<file path="src/rtl/pee_pkg.sv">
// ----------------------------------------------------------------------------
// pee_pkg
// Shared types and constants for the postfix expression evaluator.
// ----------------------------------------------------------------------------
`default_nettype none

package pee_pkg;

	localparam int DATA_W          = 32;
	localparam int SYM_W           = 8;
	localparam int STATUS_W        = 2;
	localparam int DEF_STACK_DEPTH = 32;

	localparam logic [SYM_W-1:0] SYM_POW  = 8'h5E;
	localparam logic [SYM_W-1:0] SYM_MUL  = 8'h2A;
	localparam logic [SYM_W-1:0] SYM_DIV  = 8'h2F;
	localparam logic [SYM_W-1:0] SYM_ADD  = 8'h2B;
	localparam logic [SYM_W-1:0] SYM_SUB  = 8'h2D;
	localparam logic [SYM_W-1:0] SYM_ZERO = 8'h30;
	localparam logic [SYM_W-1:0] SYM_NINE = 8'h39;

	typedef enum logic [STATUS_W-1:0] {
		ST_OK    = 2'd0,
		ST_UNDER = 2'd1,
		ST_DIVZ  = 2'd2,
		ST_OVER  = 2'd3
	} status_t;

	typedef enum logic [2:0] {
		ALU_ADD = 3'd0,
		ALU_SUB = 3'd1,
		ALU_MUL = 3'd2,
		ALU_DIV = 3'd3,
		ALU_POW = 3'd4
	} alu_op_t;

	typedef struct packed {
		logic    start;
		alu_op_t op;
	} alu_req_t;

endpackage

`default_nettype wire

</file>
<file path="src/rtl/pee_ram.sv">
// ----------------------------------------------------------------------------
// pee_ram
// Generic single-write, single-read RAM with registered read data.
// ----------------------------------------------------------------------------
`default_nettype none

module pee_ram #(
	parameter int WIDTH = 32,
	parameter int DEPTH = 32
) (
	input  wire logic                     clk,
	input  wire logic                     we,
	input  wire logic [$clog2(DEPTH)-1:0] waddr,
	input  wire logic [WIDTH-1:0]         wdata,
	input  wire logic [$clog2(DEPTH)-1:0] raddr,
	output logic      [WIDTH-1:0]         rdata
);

	logic [WIDTH-1:0] mem_q [DEPTH];

	always_ff @(posedge clk) begin
		if (we) begin
			mem_q[waddr] <= wdata;
		end
		rdata <= mem_q[raddr];
	end

endmodule

`default_nettype wire

</file>
<file path="src/rtl/pee_alu.sv">
// ----------------------------------------------------------------------------
// pee_alu
// Iterative arithmetic unit: add, sub and mul in one step, restoring divide
// over 32 steps, power by square-and-multiply on one shared multiplier.
// ----------------------------------------------------------------------------
`default_nettype none

module pee_alu
	import pee_pkg::*;
(
	input  wire logic              clk,
	input  wire logic              arst_n,
	input  wire alu_req_t          req,
	input  wire logic [DATA_W-1:0] a,
	input  wire logic [DATA_W-1:0] b,
	output logic                   done,
	output logic      [DATA_W-1:0] result
);

	localparam int CNT_W = $clog2(DATA_W);

	typedef enum logic [2:0] {
		U_IDLE = 3'b001,
		U_RUN  = 3'b010,
		U_DONE = 3'b100
	} ustate_t;

	ustate_t             state_q;
	alu_op_t             op_q;
	logic [DATA_W-1:0]   x_q;
	logic [DATA_W-1:0]   y_q;
	logic [DATA_W-1:0]   z_q;
	logic [CNT_W-1:0]    cnt_q;
	logic                neg_q;
	logic                phase_q;

	logic [DATA_W-1:0]   mul_a;
	logic [DATA_W-1:0]   mul_b;
	logic [2*DATA_W-1:0] prod_w;
	logic [DATA_W-1:0]   prod;
	logic [DATA_W:0]     rem_sh;
	logic [DATA_W:0]     diff;
	logic                qbit;
	logic [DATA_W-1:0]   abs_a;
	logic [DATA_W-1:0]   abs_b;
	logic [DATA_W-1:0]   pow_neg;

	assign mul_a  = (state_q == U_IDLE) ? a : (phase_q ? y_q : z_q);
	assign mul_b  = (state_q == U_IDLE) ? b : y_q;
	assign prod_w = mul_a * mul_b;
	assign prod   = prod_w[DATA_W-1:0];

	assign rem_sh = {z_q, x_q[DATA_W-1]};
	assign diff   = rem_sh - {1'b0, y_q};
	assign qbit   = ~diff[DATA_W];

	assign abs_a = a[DATA_W-1] ? (~a + 1'b1) : a;
	assign abs_b = b[DATA_W-1] ? (~b + 1'b1) : b;

	always_comb begin
		if (a == DATA_W'(1)) begin
			pow_neg = DATA_W'(1);
		end else if (a == {DATA_W{1'b1}}) begin
			pow_neg = b[0] ? {DATA_W{1'b1}} : DATA_W'(1);
		end else begin
			pow_neg = '0;
		end
	end

	assign done   = (state_q == U_DONE);
	assign result = (op_q == ALU_DIV) ? (neg_q ? (~x_q + 1'b1) : x_q) : z_q;

	always_ff @(posedge clk or negedge arst_n) begin
		if (!arst_n) begin
			state_q <= U_IDLE;
		end else begin
			case (state_q)
				U_IDLE: begin
					if (req.start) begin
						state_q <= ((req.op == ALU_DIV) || (req.op == ALU_POW && !b[DATA_W-1]))
							? U_RUN : U_DONE;
					end
				end
				U_RUN: begin
					if (op_q == ALU_DIV) begin
						if (cnt_q == CNT_W'(DATA_W - 1)) begin
							state_q <= U_DONE;
						end
					end else if (x_q == '0) begin
						state_q <= U_DONE;
					end
				end
				U_DONE: begin
					state_q <= U_IDLE;
				end
				default: begin
					state_q <= U_IDLE;
				end
			endcase
		end
	end

	always_ff @(posedge clk) begin
		case (state_q)
			U_IDLE: begin
				if (req.start) begin
					op_q    <= req.op;
					cnt_q   <= '0;
					phase_q <= 1'b0;
					neg_q   <= a[DATA_W-1] ^ b[DATA_W-1];
					case (req.op)
						ALU_ADD: z_q <= a + b;
						ALU_SUB: z_q <= a - b;
						ALU_MUL: z_q <= prod;
						ALU_DIV: begin
							x_q <= abs_a;
							y_q <= abs_b;
							z_q <= '0;
						end
						ALU_POW: begin
							x_q <= b;
							y_q <= a;
							z_q <= b[DATA_W-1] ? pow_neg : DATA_W'(1);
						end
						default: z_q <= '0;
					endcase
				end
			end
			U_RUN: begin
				if (op_q == ALU_DIV) begin
					z_q   <= qbit ? diff[DATA_W-1:0] : rem_sh[DATA_W-1:0];
					x_q   <= {x_q[DATA_W-2:0], qbit};
					cnt_q <= cnt_q + 1'b1;
				end else if (x_q != '0) begin
					if (!phase_q) begin
						if (x_q[0]) begin
							z_q <= prod;
						end
						phase_q <= 1'b1;
					end else begin
						y_q     <= prod;
						x_q     <= x_q >> 1;
						phase_q <= 1'b0;
					end
				end
			end
			default: begin
			end
		endcase
	end

endmodule

`default_nettype wire

</file>
<file path="src/rtl/postfix_expression_evaluator.sv">
// ----------------------------------------------------------------------------
// postfix_expression_evaluator
// Evaluates a postfix expression one character per item on a bounded stack.
// ----------------------------------------------------------------------------
// Digits, ignored characters and operators short of operands are handled in the
// idle state; add, sub, mul, divide and power run on the ALU, and a zero divisor
// skips it. Power squares on the shared multiplier per exponent bit, skipped for a
// negative exponent. A last item then reads the top of stack, skipped on an empty
// stack, and waits on the output register. One item is in work at a time.
// Reset clears the stack count, status and output valid, not the stack contents.
`default_nettype none

module postfix_expression_evaluator
	import pee_pkg::*;
#(
	parameter int STACK_DEPTH = DEF_STACK_DEPTH
) (
	input  wire logic                clk,
	input  wire logic                arst_n,
	input  wire logic                s_axis_tvalid,
	output logic                     s_axis_tready,
	input  wire logic [SYM_W-1:0]    s_axis_tdata,   // [7:0] symbol
	input  wire logic                s_axis_tlast,
	output logic                     m_axis_tvalid,
	input  wire logic                m_axis_tready,
	output logic      [DATA_W-1:0]   m_axis_tdata,   // [31:0] value
	output logic      [STATUS_W-1:0] m_axis_tuser    // [1:0] status
);

	localparam int CNT_W  = $clog2(STACK_DEPTH + 1);
	localparam int ADDR_W = $clog2(STACK_DEPTH);

	typedef enum logic [7:0] {
		S_IDLE   = 8'b00000001,
		S_RD1    = 8'b00000010,
		S_RD2    = 8'b00000100,
		S_EXEC   = 8'b00001000,
		S_WAIT   = 8'b00010000,
		S_FIN    = 8'b00100000,
		S_FIN_RD = 8'b01000000,
		S_EMIT   = 8'b10000000
	} state_t;

	state_t            state_q;
	logic [CNT_W-1:0]  count_q;
	status_t           err_q;
	alu_op_t           op_q;
	logic              last_q;
	logic [DATA_W-1:0] rhs_q;
	logic [DATA_W-1:0] fin_val_q;
	logic              out_valid_q;
	logic [DATA_W-1:0] value_q;
	status_t           status_q;

	logic              accept;
	logic              is_digit;
	logic              is_op;
	alu_op_t           dec_op;
	logic [CNT_W-1:0]  cnt_m1;
	logic [CNT_W-1:0]  cnt_m2;
	logic              full;
	logic              divz;
	logic              emit;

	logic              ram_we;
	logic [ADDR_W-1:0] ram_waddr;
	logic [DATA_W-1:0] ram_wdata;
	logic [ADDR_W-1:0] ram_raddr;
	logic [DATA_W-1:0] ram_rdata;

	alu_req_t          alu_req;
	logic              alu_done;
	logic [DATA_W-1:0] alu_result;

	logic              flag_en;
	status_t           flag_code;

	assign s_axis_tready = (state_q == S_IDLE);
	assign accept        = s_axis_tvalid && s_axis_tready;
	assign m_axis_tvalid = out_valid_q;
	assign m_axis_tdata  = value_q;
	assign m_axis_tuser  = status_q;

	assign is_digit = (s_axis_tdata >= SYM_ZERO) && (s_axis_tdata <= SYM_NINE);
	assign cnt_m1   = count_q - 1'b1;
	assign cnt_m2   = count_q - CNT_W'(2);
	assign full     = (count_q == CNT_W'(STACK_DEPTH));
	assign divz     = (op_q == ALU_DIV) && (rhs_q == '0);
	assign emit     = (state_q == S_EMIT) && (!out_valid_q || m_axis_tready);

	always_comb begin
		is_op  = 1'b1;
		dec_op = ALU_ADD;
		case (s_axis_tdata)
			SYM_POW: dec_op = ALU_POW;
			SYM_MUL: dec_op = ALU_MUL;
			SYM_DIV: dec_op = ALU_DIV;
			SYM_ADD: dec_op = ALU_ADD;
			SYM_SUB: dec_op = ALU_SUB;
			default: is_op  = 1'b0;
		endcase
	end

	// stack port, ALU request and status flag control
	always_comb begin
		ram_we    = 1'b0;
		ram_waddr = cnt_m2[ADDR_W-1:0];
		ram_wdata = alu_result;
		ram_raddr = (state_q == S_RD2) ? cnt_m2[ADDR_W-1:0] : cnt_m1[ADDR_W-1:0];
		alu_req.start = 1'b0;
		alu_req.op    = op_q;
		flag_en   = 1'b0;
		flag_code = ST_OK;
		case (state_q)
			S_IDLE: begin
				if (accept && is_digit) begin
					if (full) begin
						flag_en   = 1'b1;
						flag_code = ST_OVER;
					end else begin
						ram_we    = 1'b1;
						ram_waddr = count_q[ADDR_W-1:0];
						ram_wdata = {{(DATA_W-4){1'b0}}, s_axis_tdata[3:0]};
					end
				end else if (accept && is_op && (count_q < CNT_W'(2))) begin
					flag_en   = 1'b1;
					flag_code = ST_UNDER;
				end
			end
			S_EXEC: begin
				if (divz) begin
					ram_we    = 1'b1;
					ram_wdata = '0;
					flag_en   = 1'b1;
					flag_code = ST_DIVZ;
				end else begin
					alu_req.start = 1'b1;
				end
			end
			S_WAIT: begin
				ram_we = alu_done;
			end
			S_FIN: begin
				if (count_q == '0) begin
					flag_en   = 1'b1;
					flag_code = ST_UNDER;
				end
			end
			default: begin
			end
		endcase
	end

	always_ff @(posedge clk or negedge arst_n) begin
		if (!arst_n) begin
			state_q     <= S_IDLE;
			count_q     <= '0;
			err_q       <= ST_OK;
			out_valid_q <= 1'b0;
		end else begin
			if (m_axis_tready && !emit) begin
				out_valid_q <= 1'b0;
			end
			if (flag_en && (err_q == ST_OK)) begin
				err_q <= flag_code;
			end
			case (state_q)
				S_IDLE: begin
					if (accept) begin
						if (is_digit && !full) begin
							count_q <= count_q + 1'b1;
						end
						if (is_op && (count_q >= CNT_W'(2))) begin
							state_q <= S_RD1;
						end else if (s_axis_tlast) begin
							state_q <= S_FIN;
						end
					end
				end
				S_RD1: state_q <= S_RD2;
				S_RD2: state_q <= S_EXEC;
				S_EXEC: begin
					if (divz) begin
						count_q <= cnt_m1;
						state_q <= last_q ? S_FIN : S_IDLE;
					end else begin
						state_q <= S_WAIT;
					end
				end
				S_WAIT: begin
					if (alu_done) begin
						count_q <= cnt_m1;
						state_q <= last_q ? S_FIN : S_IDLE;
					end
				end
				S_FIN: begin
					state_q <= (count_q == '0) ? S_EMIT : S_FIN_RD;
				end
				S_FIN_RD: state_q <= S_EMIT;
				S_EMIT: begin
					if (emit) begin
						out_valid_q <= 1'b1;
						count_q     <= '0;
						err_q       <= ST_OK;
						state_q     <= S_IDLE;
					end
				end
				default: state_q <= S_IDLE;
			endcase
		end
	end

	always_ff @(posedge clk) begin
		if (accept) begin
			op_q   <= dec_op;
			last_q <= s_axis_tlast;
		end
		if (state_q == S_RD2) begin
			rhs_q <= ram_rdata;
		end
		if (state_q == S_FIN) begin
			fin_val_q <= '0;
		end
		if (state_q == S_FIN_RD) begin
			fin_val_q <= ram_rdata;
		end
		if (emit) begin
			value_q  <= fin_val_q;
			status_q <= err_q;
		end
	end

	pee_ram #(
		.WIDTH(DATA_W),
		.DEPTH(STACK_DEPTH)
	) u_stack (
		.clk  (clk),
		.we   (ram_we),
		.waddr(ram_waddr),
		.wdata(ram_wdata),
		.raddr(ram_raddr),
		.rdata(ram_rdata)
	);

	pee_alu u_alu (
		.clk   (clk),
		.arst_n(arst_n),
		.req   (alu_req),
		.a     (ram_rdata),
		.b     (rhs_q),
		.done  (alu_done),
		.result(alu_result)
	);

endmodule

`default_nettype wire
</file>
<file path="config.mk">
export PLATFORM = sky130hd
export DESIGN_NAME = postfix_expression_evaluator
export DESIGN_NICKNAME = d
export VERILOG_FILES = /design/src/rtl/pee_pkg.sv /design/src/rtl/pee_ram.sv /design/src/rtl/pee_alu.sv /design/src/rtl/postfix_expression_evaluator.sv
export SDC_FILE = /design/constraint.sdc
export NUM_CORES = 2
export LEC_CHECK = 0
export ABC_AREA = 1
export ABC_CLOCK_PERIOD_IN_PS = 14400
export BUFFER_PORTS_ARGS = -buffer_cell sky130_fd_sc_hd__buf_2
export CAP_MARGIN = 0
export CORE_MARGIN = 2
export CORE_UTILIZATION = 59
export CTS_CLUSTER_SIZE = 30
export DETAILED_ROUTE_END_ITERATION = 16
export GPL_TIMING_DRIVEN = 0
export PLACE_DENSITY = 0.75
export SLEW_MARGIN = 20
export SYNTH_ARGS = -nofsm -noshare
export SYNTH_HDL_FRONTEND = slang
export SYNTH_SLANG_ARGS = --single-unit
export TNS_END_PERCENT = 100
</file>
<file path="constraint.sdc">
create_clock -name clk -period 14.4 [get_ports clk]
set_input_delay 0.72 -clock clk [delete_from_list [all_inputs] [get_ports clk]]
set_output_delay 0.72 -clock clk [all_outputs]
set_load 0.02 [all_outputs]
</file>
==> impl_metrics.toml <==
[outcome]
status = "finished clean"

[layout]
area_growth_pct = 12.0
drive_gt1_share_pct = 8.21
nets = 8349
fillers = 9664

[placed_design]
dp_hpwl_mm = 230
gp_congestion = 1.14
dp_slack_ns = 4.70
io_buffers = 48

[synth]
synth_ff_type = "edfxtp_1"
synth_top_cell_area_share_pct = 49.1
syn_area_mm2 = 0.0754
ys_types = 70
ys_ff_latch = 1284
synth_cells = 7465
yosysSeqAreaShare_pct = 50.6
synth_edf_count = 1232
ys_top_cells_by_area = "edfxtp_1 (49%), fa_1 (11%), nor2_1 (5.9%)"
syn_nets = 8088
ys_warn_count = 0
yosysTopAreaCell = "edfxtp_1"
synth_area_per_cell_um2 = 10.1
async_flop_share_pct = 1.56

[min_path]
hold_depth = 1
hp-class = "in -> reg"

[route]
via_per_inst = 6.72
drt-initial-drc-count = 10977
dr.pass1.iters = 7
vias = 63929
totalWireLength_mm = 308
routedWlPerCell_um = 32.4
drc_errors = 0
drtAntennaViolNets = 0

[grt]
grt_max_degree = 34
gr-total-overflow = 0
antenna_found_initial = 15
grt.total_usage_pct = 46.8
grt_pass1_vias = 60972
grt_pass1_wl_mm = 432

[critical_path]
end_kind = "flip-flop"
path_max_fanout = 10
crit_required_ns = 14.93
critical_path_arrival_ns = 10.56
cp_slowest_stage_delay_ns = 0.74
slowest_stage = "clkbuf_1"
start_kind = "flip-flop"
worst-r2r-cell-count = 30
critical_path_class = "reg -> reg"
cpMostUsedCell = "fa_1"

[timing]
hold_violations = 0
slew_violations = 0
layout_min_cycle_time_ns = 10.03
period_share_pct = 69.7
skew_ns = 0.0580
setup_ws_ns = 4.37
worstMarginPinSlew_ns = 1.22
setup_viol = 0
tns_ns = 0
relSlewSlack_pct = 18.0
rsz0062_at_grt = "no"
fmaxAchievable_ghz = 0.0997

[floorplanning]
dieArea_mm2 = 0.131
num_rows = 131
die_height_um = 361
io-pin-count = 49
fp.coreArea_mm2 = 0.127
dieWidth_um = 361
start_util_pct = 59.2

[flow_run]
drv_cap = 0

[cts]
insertion_delay_ns = 0.83
htree_levels = 4
clock-sinks = 1284
post_cts.repair.setup_buffers = 0
path_clk_slew_ns = 0.07
cts_made_buffers = 132
cts_buffer_depth = 3
tritoncts = "yes"
cts_root_buf = "clkbuf_16"
## logic make-up (layout without fill, tap and decap cells)
group	after synthesis	after routing	synth area share, %
and+or+nand+nor	2736	2736	15.0
AOI/OAI and AO/OA	1545	1545	12.6
DFF	1284	1284	50.6
buffers and inverters	1176	1539	6.25
adders and majority gates	610	610	14.2
xor gates and xnor gates	113	113	1.31
muxes	1	1	0.0149
other	0	17	0
## final timing paths
kind	from	to	slack, ns
max in group asynchronous	arst_n	state_q[0]	13.59
min reg2reg	fin_val_q[30]	m_axis_tdata[30]	0.41
min in group asynchronous	arst_n	state_q[3]	0.45
max	u_alu.phase_q	u_alu.z_q[30]	4.37
min	s_axis_tlast	last_q	0.18
max reg2reg	u_alu.phase_q	u_alu.z_q[30]	4.37
## worst max-delay path, delay by kind of cell (launching register included)
kind / cells / cell delay [ns]
AOI/OAI and AO/OA: 3 / 1.05
adders and majority gates: 9 / 4.23
buffers and inverters: 8 / 2.41
DFF: 1 / 0.37
and+or+nand+nor: 10 / 1.68
## final cells by class
class | instances | area [µm²] | area share, %
inverter | 780 | 2930 | 3.47
sequential | 1284 | 38100 | 45.2
multi-input combinational | 5005 | 33100 | 39.3
buffer | 396 | 1780 | 2.11
timing repair buffer | 127 | 1950 | 2.31
tap | 1662 | 2080 | 2.46
clock buffer | 162 | 3480 | 4.12
clock inverter | 74 | 852 | 1.01
antenna | 17 | 42.5 | 0.0504
## synthesized netlist by cell type, types with 10 or more instances
master / n
nor3_1: 54
fa_1: 410
nand2_2: 17
buf_2: 109
buf_4: 10
nand4_1: 36
xnor2_1: 24
o22ai_1: 56
nand3b_1: 12
nand2_1: 1057
clkbuf_1: 249
buf_6: 13
ha_1: 200
a31oi_1: 61
o21ai_2: 18
a21o_1: 17
nand3_1: 291
o21ai_0: 692
a21oi_1: 173
inv_1: 744
inv_2: 25
dfrtp_1: 18
o21bai_1: 10
or2_2: 15
nor2_1: 1190
o21ai_1: 85
edfxtp_1: 1232
clkinv_1: 10
xor2_1: 89
dfxtp_1: 32
o211ai_1: 105
nor4_1: 25
o221ai_1: 269
buf_1: 12
## sequential cells by signal, summed over array words and instances (netlist names)
register	count
u_stack.mem_q	1024
fin_val_q	32
m_axis_tdata	32
rhs_q	32
u_alu.x_q	32
u_alu.y_q	32
u_alu.z_q	32
u_stack.rdata	32
state_q	8
count_q	6
u_alu.cnt_q	5
op_q	3
u_alu.op_q	3
u_alu.state_q	3
err_q	2
m_axis_tuser	2
last_q	1
m_axis_tvalid	1
u_alu.neg_q	1
u_alu.phase_q	1
## stage by stage
step	cell area (µm²)	hold WS, ns	cells	util, %
2_1_floorplan	75400	0.400	7465	-
3_3_place_gp	77700	0.403	9175	61.1
3_5_place_dp	80000	0.405	9253	62.9
4_1_cts	84300	0.128	9490	66.3
5_1_grt	84400	0.172	9490	66.3
6_report	84400	0.176	9507	66.4
## what timing repair did
action	4_1_cts	5_1_grt
resized for setup	0	0
hold buffers	1	0
hold endpoints to repair	18	0
## placed cells by master, fill, tap and decap left out, types with 52 or more instances in the layout
cell type	synthesis	routed
inv_1	744	741
a31oi_1	61	53
o21ai_0	692	690
nand3_1	291	291
o221ai_1	269	269
nand2_1	1057	1056
buf_2	109	157
fa_1	410	410
nor3_1	54	52
clkbuf_1	249	271
o21ai_1	85	81
o211ai_1	105	105
ha_1	200	200
o22ai_1	56	55
edfxtp_1	1232	1232
xor2_1	89	89
clkbuf_16	0	132
a21oi_1	173	164
nor2_1	1190	1146
## routing by layer
| layer | GRT usage [%] | vias to the layer above | routed length, µm |
|---|---|---|---|
| met2 | 69.0 | 5572 | 132000 |
| met5 | 0 | - | 34 |
| met4 | 33.8 | 6 | 27800 |
| li1 | - | 26388 | - |
| met1 | 59.4 | 30810 | 106000 |
| met3 | 13.6 | 1153 | 42800 |
Power is not shown: default switching activity piles up to over one toggle a cycle in this logic, so the estimate is an artifact.
